**src/design/websocket_frame_header_parser_top_defines.svh**
```systemverilog
// assertion macros shared by the parser design files
`ifndef WEBSOCKET_FRAME_HEADER_PARSER_TOP_DEFINES_SVH
`define WEBSOCKET_FRAME_HEADER_PARSER_TOP_DEFINES_SVH

// same-cycle implication, checked outside reset
`define WSFHP_ASSERT_IMPL(label, clk, rst_n, ante, cons) \
    label: assert property (@(posedge clk) disable iff (!rst_n) (ante) |-> (cons)) \
        else $error("wsfhp same-cycle check failed");

// next-cycle implication, checked outside reset
`define WSFHP_ASSERT_NEXT(label, clk, rst_n, ante, cons) \
    label: assert property (@(posedge clk) disable iff (!rst_n) (ante) |=> (cons)) \
        else $error("wsfhp next-cycle check failed");

`endif

```
**src/design/wsfhp_pkg.sv**
```systemverilog
// types and constants of the websocket frame header parser
`timescale 1ns / 1ps

package wsfhp_pkg;

    // header byte fields
    localparam logic [6:0] LEN_EXT16   = 7'd126;
    localparam logic [6:0] LEN_EXT64   = 7'd127;
    localparam logic [3:0] HDR_BASE    = 4'd2;
    localparam logic [3:0] EXT16_BYTES = 4'd2;
    localparam logic [3:0] EXT64_BYTES = 4'd8;
    localparam logic [3:0] KEY_BYTES   = 4'd4;
    localparam logic [3:0] HDR_MAX     = 4'd14;

    // result queue geometry
    localparam int QUEUE_DEPTH = 4;
    localparam int QUEUE_AW    = $clog2(QUEUE_DEPTH);

    typedef enum logic [2:0] {
        PH_HDR0    = 3'd0,
        PH_HDR1    = 3'd1,
        PH_EXTLEN  = 3'd2,
        PH_KEY     = 3'd3,
        PH_PAYLOAD = 3'd4,
        PH_DONE    = 3'd5
    } t_phase;

    typedef enum logic [1:0] {
        ST_COMPLETE = 2'd0,
        ST_SHORT    = 2'd1,
        ST_LEN_WIDE = 2'd2
    } t_status;

    typedef enum logic {
        KIND_PAYLOAD = 1'b0,
        KIND_SUMMARY = 1'b1
    } t_kind;

    typedef struct packed {
        t_kind       kind;
        logic [7:0]  payload_byte;
        t_status     status;
        logic        fin;
        logic [3:0]  opcode;
        logic        masked;
        logic [31:0] data_len;
        logic [31:0] mask_key;
        logic [3:0]  header_len;
        logic [32:0] total_len;
    } t_result;

    // words pushed into the result queue by one accepted byte
    typedef struct packed {
        logic push_one;
        logic push_two;
    } t_push;

endpackage

```
**src/design/wsfhp_if.sv**
```systemverilog
// valid/ready channels for received bytes and parser results
`timescale 1ns / 1ps

interface wsfhp_in_if;
    logic       valid;
    logic       ready;
    logic [7:0] data_byte;
    logic       last_byte;

    modport source (output valid, output data_byte, output last_byte, input ready);
    modport sink   (input valid, input data_byte, input last_byte, output ready);
endinterface

interface wsfhp_out_if;
    logic        valid;
    logic        ready;
    logic        kind;
    logic [7:0]  payload_byte;
    logic [1:0]  status;
    logic        fin;
    logic [3:0]  opcode;
    logic        masked;
    logic [31:0] data_len;
    logic [31:0] mask_key;
    logic [3:0]  header_len;
    logic [32:0] total_len;

    modport source (
        output valid, output kind, output payload_byte, output status, output fin,
        output opcode, output masked, output data_len, output mask_key,
        output header_len, output total_len, input ready
    );
    modport sink (
        input valid, input kind, input payload_byte, input status, input fin,
        input opcode, input masked, input data_len, input mask_key,
        input header_len, input total_len, output ready
    );
endinterface

```
**src/design/websocket_frame_header_parser_top.sv**
```systemverilog
// a word for an accepted byte is registered in the result queue, then offered on o_out;
//   a summary after a payload word from the same byte is offered once that word is popped
// throughput: one byte per cycle; i_in.ready falls while three or more words wait,
//   set by the four-entry result queue and the output side draining it
// reset: synchronous, clears the parser to expect a first header byte and empties the queue
`timescale 1ns / 1ps

module websocket_frame_header_parser_top (
    input  logic        i_clk,
    input  logic        i_rst_n,
    wsfhp_in_if.sink    i_in,
    wsfhp_out_if.source o_out
);
    import wsfhp_pkg::*;

    t_push   w_push;
    t_result w_res0;
    t_result w_res1;
    t_result w_res;
    logic    w_space;
    logic    w_accept;

    // byte handshake
    assign i_in.ready = w_space;
    assign w_accept   = i_in.valid && w_space;

    wsfhp_parse u_parse (
        .i_clk       (i_clk),
        .i_rst_n     (i_rst_n),
        .i_accept    (w_accept),
        .i_data_byte (i_in.data_byte),
        .i_last_byte (i_in.last_byte),
        .o_push      (w_push),
        .o_res0      (w_res0),
        .o_res1      (w_res1)
    );

    wsfhp_outq u_outq (
        .i_clk   (i_clk),
        .i_rst_n (i_rst_n),
        .i_push  (w_push),
        .i_res0  (w_res0),
        .i_res1  (w_res1),
        .i_pop   (o_out.ready),
        .o_space (w_space),
        .o_valid (o_out.valid),
        .o_res   (w_res)
    );

    // result word fields
    assign o_out.kind         = w_res.kind;
    assign o_out.payload_byte = w_res.payload_byte;
    assign o_out.status       = w_res.status;
    assign o_out.fin          = w_res.fin;
    assign o_out.opcode       = w_res.opcode;
    assign o_out.masked       = w_res.masked;
    assign o_out.data_len     = w_res.data_len;
    assign o_out.mask_key     = w_res.mask_key;
    assign o_out.header_len   = w_res.header_len;
    assign o_out.total_len    = w_res.total_len;

endmodule

```
**src/design/wsfhp_parse.sv**
```systemverilog
// frame header state and per-byte result generation
`timescale 1ns / 1ps
`include "websocket_frame_header_parser_top_defines.svh"

module wsfhp_parse (
    input  logic              i_clk,
    input  logic              i_rst_n,
    input  logic              i_accept,
    input  logic [7:0]        i_data_byte,
    input  logic              i_last_byte,
    output wsfhp_pkg::t_push   o_push,
    output wsfhp_pkg::t_result o_res0,
    output wsfhp_pkg::t_result o_res1
);
    import wsfhp_pkg::*;

    t_phase      r_phase, n_phase;
    logic [32:0] r_count, n_count;
    logic [7:0]  r_first, n_first;
    logic        r_mask, n_mask;
    logic [31:0] r_len, n_len;
    logic        r_len_hi, n_len_hi;
    logic [31:0] r_key, n_key;
    logic [3:0]  r_hdr, n_hdr;

    logic [32:0] w_pos_next;
    logic [32:0] w_ext_end;
    logic [32:0] w_pay_end;
    logic [6:0]  w_len7;
    logic [3:0]  w_ext;
    logic        w_payload;
    logic        w_hdr_done;
    logic        w_len_done;
    t_status     w_status;
    t_result     w_summary;
    t_result     w_pay_res;

    // byte positions that close the length field and the payload
    assign w_pos_next = r_count + 33'd1;
    assign w_ext_end  = {29'd0, r_hdr - (r_mask ? KEY_BYTES : 4'd0)};
    assign w_pay_end  = {29'd0, r_hdr} + {1'b0, r_len};
    assign w_len7     = i_data_byte[6:0];

    // next state for the accepted byte
    always_comb begin
        n_phase   = r_phase;
        n_count   = r_count;
        n_first   = r_first;
        n_mask    = r_mask;
        n_len     = r_len;
        n_len_hi  = r_len_hi;
        n_key     = r_key;
        n_hdr     = r_hdr;
        w_ext     = 4'd0;
        w_payload = 1'b0;

        if (r_phase != PH_DONE) begin
            n_count = w_pos_next;
        end

        case (r_phase)
            PH_HDR0: begin
                n_first = i_data_byte;
                n_phase = PH_HDR1;
            end
            PH_HDR1: begin
                n_mask   = i_data_byte[7];
                n_len_hi = 1'b0;
                if (w_len7 == LEN_EXT16) begin
                    w_ext = EXT16_BYTES;
                    n_len = 32'd0;
                end else if (w_len7 == LEN_EXT64) begin
                    w_ext = EXT64_BYTES;
                    n_len = 32'd0;
                end else begin
                    n_len = {25'd0, w_len7};
                end
                n_hdr = HDR_BASE + w_ext + (i_data_byte[7] ? KEY_BYTES : 4'd0);
                if (w_ext != 4'd0) begin
                    n_phase = PH_EXTLEN;
                end else if (i_data_byte[7]) begin
                    n_phase = PH_KEY;
                end else if (w_len7 == 7'd0) begin
                    n_phase = PH_DONE;
                end else begin
                    n_phase = PH_PAYLOAD;
                end
            end
            PH_EXTLEN: begin
                n_len    = {r_len[23:0], i_data_byte};
                n_len_hi = r_len_hi | (r_len[31:24] != 8'd0);
                if (w_pos_next == w_ext_end) begin
                    if (r_mask) begin
                        n_phase = PH_KEY;
                    end else if (n_len_hi || n_len == 32'd0) begin
                        n_phase = PH_DONE;
                    end else begin
                        n_phase = PH_PAYLOAD;
                    end
                end
            end
            PH_KEY: begin
                n_key = {r_key[23:0], i_data_byte};
                if (w_pos_next == {29'd0, r_hdr}) begin
                    if (r_len_hi || r_len == 32'd0) begin
                        n_phase = PH_DONE;
                    end else begin
                        n_phase = PH_PAYLOAD;
                    end
                end
            end
            PH_PAYLOAD: begin
                w_payload = 1'b1;
                if (w_pos_next == w_pay_end) begin
                    n_phase = PH_DONE;
                end
            end
            default: begin
                n_phase = PH_DONE;
            end
        endcase
    end

    // summary built from the state after this byte
    assign w_hdr_done = (n_phase == PH_PAYLOAD) || (n_phase == PH_DONE);
    assign w_len_done = w_hdr_done || (n_phase == PH_KEY);

    always_comb begin
        if (!w_hdr_done) begin
            w_status = ST_SHORT;
        end else if (n_len_hi) begin
            w_status = ST_LEN_WIDE;
        end else if (n_phase == PH_PAYLOAD) begin
            w_status = ST_SHORT;
        end else begin
            w_status = ST_COMPLETE;
        end
    end

    always_comb begin
        w_summary              = '0;
        w_summary.kind         = KIND_SUMMARY;
        w_summary.status       = w_status;
        w_summary.fin          = n_first[7];
        w_summary.opcode       = n_first[3:0];
        w_summary.masked       = n_mask;
        w_summary.data_len     = w_len_done ? n_len : 32'd0;
        w_summary.mask_key     = (w_hdr_done && n_mask) ? n_key : 32'd0;
        w_summary.header_len   = (n_phase == PH_HDR0 || n_phase == PH_HDR1) ? HDR_BASE : n_hdr;
        w_summary.total_len    = (w_status == ST_COMPLETE)
                               ? ({29'd0, n_hdr} + {1'b0, n_len}) : 33'd0;

        w_pay_res              = '0;
        w_pay_res.kind         = KIND_PAYLOAD;
        w_pay_res.payload_byte = i_data_byte;
    end

    // payload word goes ahead of the summary
    assign o_push.push_one = i_accept && (w_payload || i_last_byte);
    assign o_push.push_two = i_accept && w_payload && i_last_byte;
    assign o_res0          = w_payload ? w_pay_res : w_summary;
    assign o_res1          = w_summary;

    // parser state, cleared at reset and after each buffer
    always_ff @(posedge i_clk) begin
        if (!i_rst_n || (i_accept && i_last_byte)) begin
            r_phase  <= PH_HDR0;
            r_count  <= 33'd0;
            r_first  <= 8'd0;
            r_mask   <= 1'b0;
            r_len    <= 32'd0;
            r_len_hi <= 1'b0;
            r_key    <= 32'd0;
            r_hdr    <= 4'd0;
        end else if (i_accept) begin
            r_phase  <= n_phase;
            r_count  <= n_count;
            r_first  <= n_first;
            r_mask   <= n_mask;
            r_len    <= n_len;
            r_len_hi <= n_len_hi;
            r_key    <= n_key;
            r_hdr    <= n_hdr;
        end
    end

    `WSFHP_ASSERT_NEXT(a_last_clears, i_clk, i_rst_n, i_accept && i_last_byte, r_phase == PH_HDR0 && r_count == 33'd0)
    `WSFHP_ASSERT_IMPL(a_hdr_range, i_clk, i_rst_n, 1'b1, r_hdr <= HDR_MAX)
    `WSFHP_ASSERT_NEXT(a_done_holds, i_clk, i_rst_n, r_phase == PH_DONE && !(i_accept && i_last_byte), r_phase == PH_DONE && $stable(r_count))

endmodule

```
**src/design/wsfhp_outq.sv**
```systemverilog
// small result queue taking up to two words per cycle
`timescale 1ns / 1ps
`include "websocket_frame_header_parser_top_defines.svh"

module wsfhp_outq (
    input  logic               i_clk,
    input  logic               i_rst_n,
    input  wsfhp_pkg::t_push   i_push,
    input  wsfhp_pkg::t_result i_res0,
    input  wsfhp_pkg::t_result i_res1,
    input  logic               i_pop,
    output logic               o_space,
    output logic               o_valid,
    output wsfhp_pkg::t_result o_res
);
    import wsfhp_pkg::*;

    localparam logic [QUEUE_AW:0] SPACE_LIMIT = (QUEUE_AW + 1)'(QUEUE_DEPTH - 2);

    t_result             r_mem [QUEUE_DEPTH];
    logic [QUEUE_AW-1:0] r_wr_ptr, n_wr_ptr;
    logic [QUEUE_AW-1:0] r_rd_ptr, n_rd_ptr;
    logic [QUEUE_AW:0]   r_count, n_count;
    logic [QUEUE_AW:0]   w_push_cnt;
    logic                w_pop;

    // room for a byte that makes two words
    assign o_space = (r_count <= SPACE_LIMIT);
    assign o_valid = (r_count != '0);
    assign o_res   = r_mem[r_rd_ptr];
    assign w_pop   = o_valid && i_pop;

    assign w_push_cnt = {{QUEUE_AW{1'b0}}, i_push.push_one}
                      + {{QUEUE_AW{1'b0}}, i_push.push_two};

    // pointer and fill updates
    always_comb begin
        n_wr_ptr = r_wr_ptr + w_push_cnt[QUEUE_AW-1:0];
        n_rd_ptr = r_rd_ptr + {{(QUEUE_AW-1){1'b0}}, w_pop};
        n_count  = r_count + w_push_cnt - {{QUEUE_AW{1'b0}}, w_pop};
    end

    // storage
    always_ff @(posedge i_clk) begin
        if (i_push.push_one) begin
            r_mem[r_wr_ptr] <= i_res0;
        end
        if (i_push.push_two) begin
            r_mem[r_wr_ptr + {{(QUEUE_AW-1){1'b0}}, 1'b1}] <= i_res1;
        end
    end

    always_ff @(posedge i_clk) begin
        if (!i_rst_n) begin
            r_wr_ptr <= '0;
            r_rd_ptr <= '0;
            r_count  <= '0;
        end else begin
            r_wr_ptr <= n_wr_ptr;
            r_rd_ptr <= n_rd_ptr;
            r_count  <= n_count;
        end
    end

    `WSFHP_ASSERT_IMPL(a_push_has_room, i_clk, i_rst_n, i_push.push_one, r_count <= SPACE_LIMIT)
    `WSFHP_ASSERT_IMPL(a_two_implies_one, i_clk, i_rst_n, i_push.push_two, i_push.push_one)
    `WSFHP_ASSERT_NEXT(a_pop_drains, i_clk, i_rst_n, w_pop && !i_push.push_one, r_count == $past(r_count) - 1'b1)

endmodule

```
**src/flat_wrapper.sv**
```systemverilog
// flat-port wrapper written by rule: the top's interface ports become plain ports
module websocket_frame_header_parser_top_flat import wsfhp_pkg::*;
  (i_clk, i_rst_n, i_in_valid, i_in_data_byte, i_in_last_byte, i_in_ready, o_out_valid, o_out_kind, o_out_payload_byte, o_out_status, o_out_fin, o_out_opcode, o_out_masked, o_out_data_len, o_out_mask_key, o_out_header_len, o_out_total_len, o_out_ready);
  wsfhp_in_if i_in_i ();
  wsfhp_out_if o_out_i ();
  input  logic i_clk;
  input  logic i_rst_n;
  input wire logic [$bits(i_in_i.valid)-1:0] i_in_valid;
  input wire logic [$bits(i_in_i.data_byte)-1:0] i_in_data_byte;
  input wire logic [$bits(i_in_i.last_byte)-1:0] i_in_last_byte;
  output wire logic [$bits(i_in_i.ready)-1:0] i_in_ready;
  output wire logic [$bits(o_out_i.valid)-1:0] o_out_valid;
  output wire logic [$bits(o_out_i.kind)-1:0] o_out_kind;
  output wire logic [$bits(o_out_i.payload_byte)-1:0] o_out_payload_byte;
  output wire logic [$bits(o_out_i.status)-1:0] o_out_status;
  output wire logic [$bits(o_out_i.fin)-1:0] o_out_fin;
  output wire logic [$bits(o_out_i.opcode)-1:0] o_out_opcode;
  output wire logic [$bits(o_out_i.masked)-1:0] o_out_masked;
  output wire logic [$bits(o_out_i.data_len)-1:0] o_out_data_len;
  output wire logic [$bits(o_out_i.mask_key)-1:0] o_out_mask_key;
  output wire logic [$bits(o_out_i.header_len)-1:0] o_out_header_len;
  output wire logic [$bits(o_out_i.total_len)-1:0] o_out_total_len;
  input wire logic [$bits(o_out_i.ready)-1:0] o_out_ready;
  assign i_in_i.valid = i_in_valid;
  assign i_in_i.data_byte = i_in_data_byte;
  assign i_in_i.last_byte = i_in_last_byte;
  assign i_in_ready = i_in_i.ready;
  assign o_out_valid = o_out_i.valid;
  assign o_out_kind = o_out_i.kind;
  assign o_out_payload_byte = o_out_i.payload_byte;
  assign o_out_status = o_out_i.status;
  assign o_out_fin = o_out_i.fin;
  assign o_out_opcode = o_out_i.opcode;
  assign o_out_masked = o_out_i.masked;
  assign o_out_data_len = o_out_i.data_len;
  assign o_out_mask_key = o_out_i.mask_key;
  assign o_out_header_len = o_out_i.header_len;
  assign o_out_total_len = o_out_i.total_len;
  assign o_out_i.ready = o_out_ready;
  websocket_frame_header_parser_top u_core (.i_clk(i_clk), .i_rst_n(i_rst_n), .i_in(i_in_i), .o_out(o_out_i));
endmodule
```
**config.mk**
```make
export PLATFORM = sky130hd
export DESIGN_NAME = websocket_frame_header_parser_top_flat
export DESIGN_NICKNAME = d
export VERILOG_FILES = /design/src/design/wsfhp_pkg.sv /design/src/design/wsfhp_if.sv /design/src/design/websocket_frame_header_parser_top.sv /design/src/design/wsfhp_parse.sv /design/src/design/wsfhp_outq.sv /design/src/flat_wrapper.sv
export VERILOG_INCLUDE_DIRS = /design/src /design/src/design
export SDC_FILE = /design/constraint.sdc
export NUM_CORES = 1
export LEC_CHECK = 0
export BUFFER_PORTS_ARGS = -buffer_cell sky130_fd_sc_hd__buf_2
export CAP_MARGIN = 25
export CORE_MARGIN = 2
export CORE_UTILIZATION = 45
export CTS_CLUSTER_SIZE = 10
export DETAILED_ROUTE_END_ITERATION = 7
export HOLD_SLACK_MARGIN = 0.08
export PLACE_DENSITY_LB_ADDON = 0.1
export SLEW_MARGIN = 25
export SYNTH_ARGS = -nofsm -noshare
export SYNTH_HDL_FRONTEND = slang
export SYNTH_SLANG_ARGS = --single-unit
```
**constraint.sdc**
```tcl
create_clock -name i_clk -period 5 [get_ports i_clk]
set_clock_uncertainty 0.05 [all_clocks]
set_input_delay 1 -clock i_clk [delete_from_list [all_inputs] [get_ports i_clk]]
set_output_delay 1 -clock i_clk [all_outputs]
set_load 0.1 [all_outputs]
```
==> summary.txt, run 1 <==
Clock tree
  – Post-CTS repair timing setup buffer count: 0
  – Clk_lat worst skew: 0.62 ns
  – Clock root buffer: clkbuf_16
  – H-tree depth: 3
  – Hold-fix buffers, CTS: 0
  – CTS tree: yes
  – Clk sink count: 590
  – Maximum clock path buffer count: 3
  – Resize count post-CTS: 0
  – TritonCTS Buffers: 71
  – Reg clk slew, reported paths: 0.05 ns

Synthesis
  – Cells after synthesis: 2557
  – Seq/Total Area, Yosys: 0.564
  – Synth cell types: 68
  – Synth Warn #: 0
  – EDFF count, synth: 436
  – Syn avg cell area: 11.2 um^2
  – Mapped Nets: 2589
  – Cell area after synthesis: 28700 um^2
  – FFs w/ async S/R, synth: 0
  – #FFs+latches synth: 590
  – Ys flop type: edfxtp_1

Global routing
  – Gr usage total: 0.257
  – First-pass GRT wire length: 129 mm
  – Grt total ovfl: 0
  – Vias in the first global route: 20800
  – Antenna violations before repair: 1
  – Largest net degree at the start of global routing: 83

Place
  – I/O Buffers: 132
  – Pre-CTS setup slack: 0.122 ns
  – Gpl congestion: 0.902
  – HPWL after detailed placement: 53.1 mm
  – Placed cell area: 30800 um^2
  – Placed cell count: 3440

Layout
  – Fillers: 5638
  – Final nets: 2699
  – P&R area growth vs syn: 14.7%
  – Fin area: 32900 um^2
  – Non-Filler Instances: 3566
  – N_diodes: 0
  – Layout cells sized above 1: 0.182

Floorplanning
  – Row Count: 92
  – Core ar.: 63100 um^2
  – Die Ht: 257 um
  – I/O pin count: 133
  – Die area: 65800 um^2
  – Die W: 257 um
  – Initial Utilization: 0.455

Worst setup path
  – Max stage delay on crit path: 0.54 ns
  – CP bufs+invs: 2
  – Crit Path Category: flop to flop
  – Critical path launch point type: flop
  – Crit path capture type: flop
  – Crit-path slowest cell: or4b_1
  – Reg-to-Reg End: u_core.u_outq.r_mem[2][83]
  – Maximum fanout along the worst path: 32
  – Reg-to-Reg Start: u_core.u_parse.r_count[1]
  – Critical path cell sequence: ha_1 -> nand3_2 -> or4_1 -> buf_4 -> o31ai_2 -> nand2_1 -> nor4_1 -> or4b_1 -> o31ai_1 -> o211ai_2 -> o211ai_1 -> buf_12 -> a21oi_1
  – R2R Setup Slk: 0.40 ns
  – Register-to-Register Path Depth: 13
  – CP Data Required Time: 5.26 ns
  – Critical path's top delay family: simple AND/OR/NAND/NOR gates
  – Critical path arrival: 4.86 ns

Hold path
  – Hold endpoint: u_core.u_outq.r_mem[0][117]
  – Hold Path Depth: 2
  – HP Class: flop to flop
  – Hold path start: u_core.u_outq.r_mem[0][117]

Timing
  – Final worst-path setup slack: 0.400 ns
  – Slew @ Worst Pin: 1.08 ns
  – Final hold vios: 0
  – Max-slew violations: 0
  – FMAX: 217 MHz
  – Slew HR: 0.281
  – Setup_tns: 0 ns
  – Final Cycle Share: 0.920
  – RSZ-0062 raised after global routing: no
  – Post-layout min period: 4.60 ns
  – Final setup violation count: 0

Route
  – DRT antenna net count: 0
  – Routed WL: 85.0 mm
  – Vias per cell: 5.84
  – DRC: 0
  – First-pass detailed-route iteration total: 5
  – Via count: 20800
  – DR WL/cell: 23.8 um
  – DR iter-0 viols: 1789

Run status
  – Status: finished clean

Flow run
  – Max-cap violation count: 0

Power and ir drop
  – Peak VDD IR: 596 uV
  – Static Leak: 10.2 nW
  – PD cells: 540 nW/um^2
[registers in the layout, indices dropped and copies added, names as in the netlist, 2 cells and up]
signal / flops
u_core.u_outq.r_count: 3
u_core.u_parse.r_key: 32
u_core.u_parse.r_phase: 3
u_core.u_outq.r_mem: 472
u_core.u_outq.r_rd_ptr: 2
u_core.u_parse.r_len: 32
u_core.u_parse.r_first: 5
u_core.u_parse.r_count: 33
u_core.u_outq.r_wr_ptr: 2
u_core.u_parse.r_hdr: 4
[cells in the mapped netlist (32+ instances only)]
master,instances,share of area
mux4_2,118,0.093
buf_2,40,0.0070
xor2_1,63,0.019
clkbuf_1,150,0.020
nor4_1,32,0.0070
nor3_1,165,0.029
nor2_1,373,0.049
a21oi_1,232,0.040
a211oi_1,43,0.011
nand2_1,240,0.031
nand3_1,41,0.0072
a21o_1,35,0.0092
dfxtp_1,154,0.11
edfxtp_1,436,0.46
xnor2_1,90,0.027
[worst reg2reg max path, stage by stage, from the launching register on]
cell and delay, ns:
dfxtp_1 0.38, ha_1 0.29, nand3_2 0.17, or4_1 0.53, buf_4 0.22, o31ai_2 0.34
nand2_1 0.23, nor4_1 0.22, or4b_1 0.54, o31ai_1 0.34, o211ai_2 0.26, o211ai_1 0.34
buf_12 0.25, a21oi_1 0.14
[layout by cell type (no fill, tap or decap), drive strengths merged, types with 5 or more instances in the layout]
cell type / synthesis / layout
a31oi: 11 / 11
nor3: 167 / 167
nand3: 42 / 42
nand4: 31 / 31
mux2i: 7 / 7
xor2: 63 / 63
o21ai: 20 / 20
clkbuf: 150 / 116
a22oi: 27 / 27
and3: 16 / 16
nor4: 34 / 34
or2: 8 / 8
nor2: 373 / 373
a21o: 35 / 35
inv: 23 / 27
and4: 8 / 8
nor2b: 17 / 17
a211oi: 43 / 43
xnor2: 90 / 90
o211ai: 7 / 7
nor4b: 5 / 5
o31a: 5 / 5
buf: 71 / 258
mux4: 118 / 118
and2: 21 / 21
a22o: 11 / 11
or3: 17 / 17
dfxtp: 154 / 154
nand2b: 8 / 8
edfxtp: 436 / 436
nand2: 240 / 240
ha: 16 / 16
a21oi: 232 / 232
nor3b: 7 / 7
or4: 11 / 11
clkinv: 1 / 7
[metrics by stage]
step | util | power [mW] | hold WS (ns)
finish | 0.522 | 17.8 | 0.400
global route | 0.522 | 18.4 | 0.411
CTS | 0.521 | 17.9 | 0.400
detailed placement | 0.488 | 13.1 | 0.389
global placement | 0.488 | 13.1 | 0.378
floorplan | - | 11.5 | 0.368
[how the worst max path moves through the flow]
stage,slack [ns],start,to,cells past startpoint
2_1_floorplan,0.06,u_core.u_outq.r_count[1],u_core.u_outq.r_mem[0][0],6
5_1_grt,0.09,u_core.u_parse.r_count[1],u_core.u_outq.r_mem[3][7],13
3_5_place_dp,0.12,i_in_data_byte[5],u_core.u_outq.r_mem[1][28],18
3_3_place_gp,0.22,i_in_data_byte[5],u_core.u_outq.r_mem[0][28],18
6_report,0.40,u_core.u_parse.r_count[1],u_core.u_outq.r_mem[2][83],13
4_1_cts,0.24,u_core.u_parse.r_count[1],u_core.u_outq.r_mem[0][16],13
[logic make-up after synthesis]
group                      Yosys count  synth area share
and+or+nand+nor                   1010             0.161
xor gates and xnor gates           155            0.0483
DFF                                590             0.564
adders and majority gates           19           0.00907
buffers and inverters              245            0.0354
muxes                              125            0.0951
AOI/OAI and AO/OA                  413            0.0872
[report_power, final]
group          switching (mW)  internal (mW)
Combinational            5.36           1.67
Sequential              0.311           5.66
Clock                    2.01           2.74
Total                    7.68           10.1
[metal layers]
metal | vias up | part of all wire | global-route usage
met2 | 694 | 0.46 | 0.399
met1 | 10400 | 0.44 | 0.364
met4 | 2 | 0.034 | 0.0987
met3 | 140 | 0.065 | 0.0426
met5 | - | 0.00011 | 0
li1 | 9606 | - | -
[layout make-up]
| cell class | count | area [um^2] | area share |
|---|---|---|---|
| clock buffer | 116 | 2000 | 0.0607 |
| clock inverter | 10 | 108 | 0.00327 |
| tap | 846 | 1060 | 0.0322 |
| inverter | 24 | 90.1 | 0.00274 |
| multi-input combinational | 1722 | 11600 | 0.352 |
| timing repair buffer | 258 | 1870 | 0.0568 |
| sequential | 590 | 16200 | 0.492 |
(Power assumes the default switching activity.)
==> inputs of run 2 (changes only) <==
Settings changed: ABC_AREA set to 1.
==> summary.txt, run 2 <==
Power and ir drop
  – Static Leak: 12.6 nW
  – Peak VDD IR: 394 uV
  – PD cells: 623 nW/um^2

Global routing
  – Vias in the first global route: 23800
  – Gr usage total: 0.282
  – Grt total ovfl: 0
  – Largest net degree at the start of global routing: 118
  – Antenna violations before repair: 4
  – First-pass GRT wire length: 146 mm

Synthesis
  – Mapped Nets: 3562
  – Synth cell count leaders: 840 x nor2_1, 606 x nand2_1, 436 x edfxtp_1
  – Area contributors post-synth: edfxtp_1 44%, nor2_1 11%, dfxtp_1 10%
  – Ys flop type: edfxtp_1
  – Cell area after synthesis: 29800 um^2
  – EDFF count, synth: 436
  – Top cell type's share of synthesized area: 0.439
  – Synth cell types: 42
  – Syn avg cell area: 8.45 um^2
  – Most common cell in the netlist: nor2_1
  – Cells after synthesis: 3530
  – #FFs+latches synth: 590
  – Post-synth top area cell: edfxtp_1
  – Seq/Total Area, Yosys: 0.542
  – FFs w/ async S/R, synth: 0
  – Synth Warn #: 0

Floorplanning
  – Core ar.: 65700 um^2
  – I/O pin count: 133
  – Die area: 68400 um^2
  – Row Count: 94
  – Die Ht: 261 um
  – Initial Utilization: 0.454
  – Die W: 261 um

Hold path
  – Hold Path Depth: 2
  – HP Class: flop to flop

Timing
  – Slew HR: 0.224
  – Final Cycle Share: 0.875
  – Slew @ Worst Pin: 1.16 ns
  – Final setup violation count: 0
  – Post-layout min period: 4.37 ns
  – Final hold slack: 0.404 ns
  – Final hold vios: 0
  – Setup_tns: 0 ns
  – Max-slew violations: 0
  – FMAX: 229 MHz
  – RSZ-0062 raised after global routing: no

Clock tree
  – Clock root buffer: clkbuf_16
  – Clk_lat worst skew: 0.62 ns
  – Clk sink count: 590
  – CTS tree: yes
  – Maximum clock path buffer count: 3
  – Reg clk slew, reported paths: 0.06 ns
  – H-tree depth: 3
  – Post-CTS repair timing setup buffer count: 0
  – TritonCTS Buffers: 72
  – Hold-fix buffers, CTS: 0
  – Resize count post-CTS: 0

Worst setup path
  – Crit Path Category: flop to output port
  – Critical path launch point type: flop
  – Maximum fanout along the worst path: 100
  – CP Data Required Time: 3.95 ns
  – Critical path arrival: 3.32 ns
  – Crit path capture type: output port
  – Register-to-Register Path Depth: 22

Route
  – First-pass detailed-route iteration total: 6
  – Via count: 25200
  – DR iter-0 viols: 2488
  – DRC: 0
  – Vias per cell: 5.56
  – DRT antenna net count: 0
  – Routed WL: 97.7 mm
  – DR WL/cell: 21.6 um

Layout
  – Layout cells sized above 1: 0.120
  – Fillers: 6180
  – P&R area growth vs syn: 12.8%
  – Max reg flops: 472
  – Largest Register: u_core.u_outq.r_mem
  – Most common cell after layout, fill and taps aside: nor2_1
  – Commonest cells after routing, fill and taps aside: 840 x nor2_1, 601 x nand2_1, 436 x edfxtp_1
  – Final nets: 3637
  – Largest regs: u_core.u_outq.r_mem x472, u_core.u_parse.r_count x33

Place
  – HPWL after detailed placement: 62.7 mm
  – Gpl congestion: 0.994
  – I/O Buffers: 132

Flow run
  – Max-cap violation count: 0

Run status
  – Status: finished clean
[run 2: cell count changes in the layout (fill, tap and decap cells not counted), sizes merged, moves of 29 or more]
cell    change
nor3      -150
mux4      -118
nor4       -29
buf        -66
nand2     +434
a21oi     -120
o22ai     +135
nand3      +62
o21ai     +363
inv       +239
xnor2      -83
a211oi     -35
nor2      +527
a21o       -33
[run 2: final cells by class]
type	count	area [um^2]	area share
Tap cell	864	1080	0.0321
Clock buffer	116	2040	0.0606
Timing Repair Buffer	192	1290	0.0382
Clock inverter	10	126	0.00376
Antenna cell	5	12.5	0.000372
Sequential cell	590	16200	0.481
Multi-Input combinational cell	2484	11900	0.354
Inverter	265	1010	0.0299
[run 2: kinds of logic (layout without fill, tap and decap cells)]
kind of cell | count (synthesis) | after routing | share of synthesized area
and+or+nand+nor | 1739 | 1739 | 0.251
DFF | 590 | 590 | 0.542
other | 0 | 5 | 0
xor gates and xnor gates | 47 | 47 | 0.0138
buffers and inverters | 456 | 583 | 0.0617
adders and majority gates | 19 | 19 | 0.00873
AOI/OAI and AO/OA | 679 | 679 | 0.123
[run 2: critical path: stages, from the launching register on]
cell	delay [ns]
dfxtp_4	0.55
inv_6	0.67
buf_4	0.53
o21ai_0	0.16
o22ai_1	0.25
buf_2	0.49
[run 2: power breakdown]
part           internal [mW]  total (mW)  switching, mW
sequential              5.84        6.25          0.412
clock                   2.85        4.93           2.08
combinational           1.62        9.79           8.17
[run 2: through the flow]
step | std cells | setup WS, ns | util | total power, mW | instance area, um^2
CTS | 4521 | 0.562 | 0.511 | 21.0 | 33600
floorplan | 3530 | 0.341 | - | 13.8 | 29800
detailed placement | 4395 | 0.284 | 0.478 | 16.1 | 31500
global route | 4526 | 0.443 | 0.512 | 21.8 | 33600
finish | 4526 | 0.627 | 0.512 | 21.0 | 33600
global placement | 4395 | 0.372 | 0.478 | 16.1 | 31500
[run 2: per-layer routing]
| layer | part of all wire | GRT usage | up-vias | wire, um |
|---|---|---|---|---|
| met2 | 0.49 | 0.484 | 809 | 47900 |
| li1 | - | - | 12000 | - |
| met3 | 0.054 | 0.0341 | 146 | 5280 |
| met5 | 0 | 0 | - | 0 |
| met1 | 0.43 | 0.370 | 12300 | 41700 |
| met4 | 0.029 | 0.0982 | 0 | 2820 |
[run 2: path summary, 6_finish.rpt]
check | slack, ns | to | startpoint
hold / removal | 0.40 | u_core.u_outq.r_mem[1][117] | u_core.u_outq.r_mem[1][117]
setup reg to reg | 0.81 | u_core.u_outq.r_mem[1][13] | u_core.u_parse.r_hdr[0]
setup / recovery | 0.63 | o_out_data_len[19] | u_core.u_outq.r_rd_ptr[0]
hold reg to reg | 0.40 | u_core.u_outq.r_mem[1][117] | u_core.u_outq.r_mem[1][117]
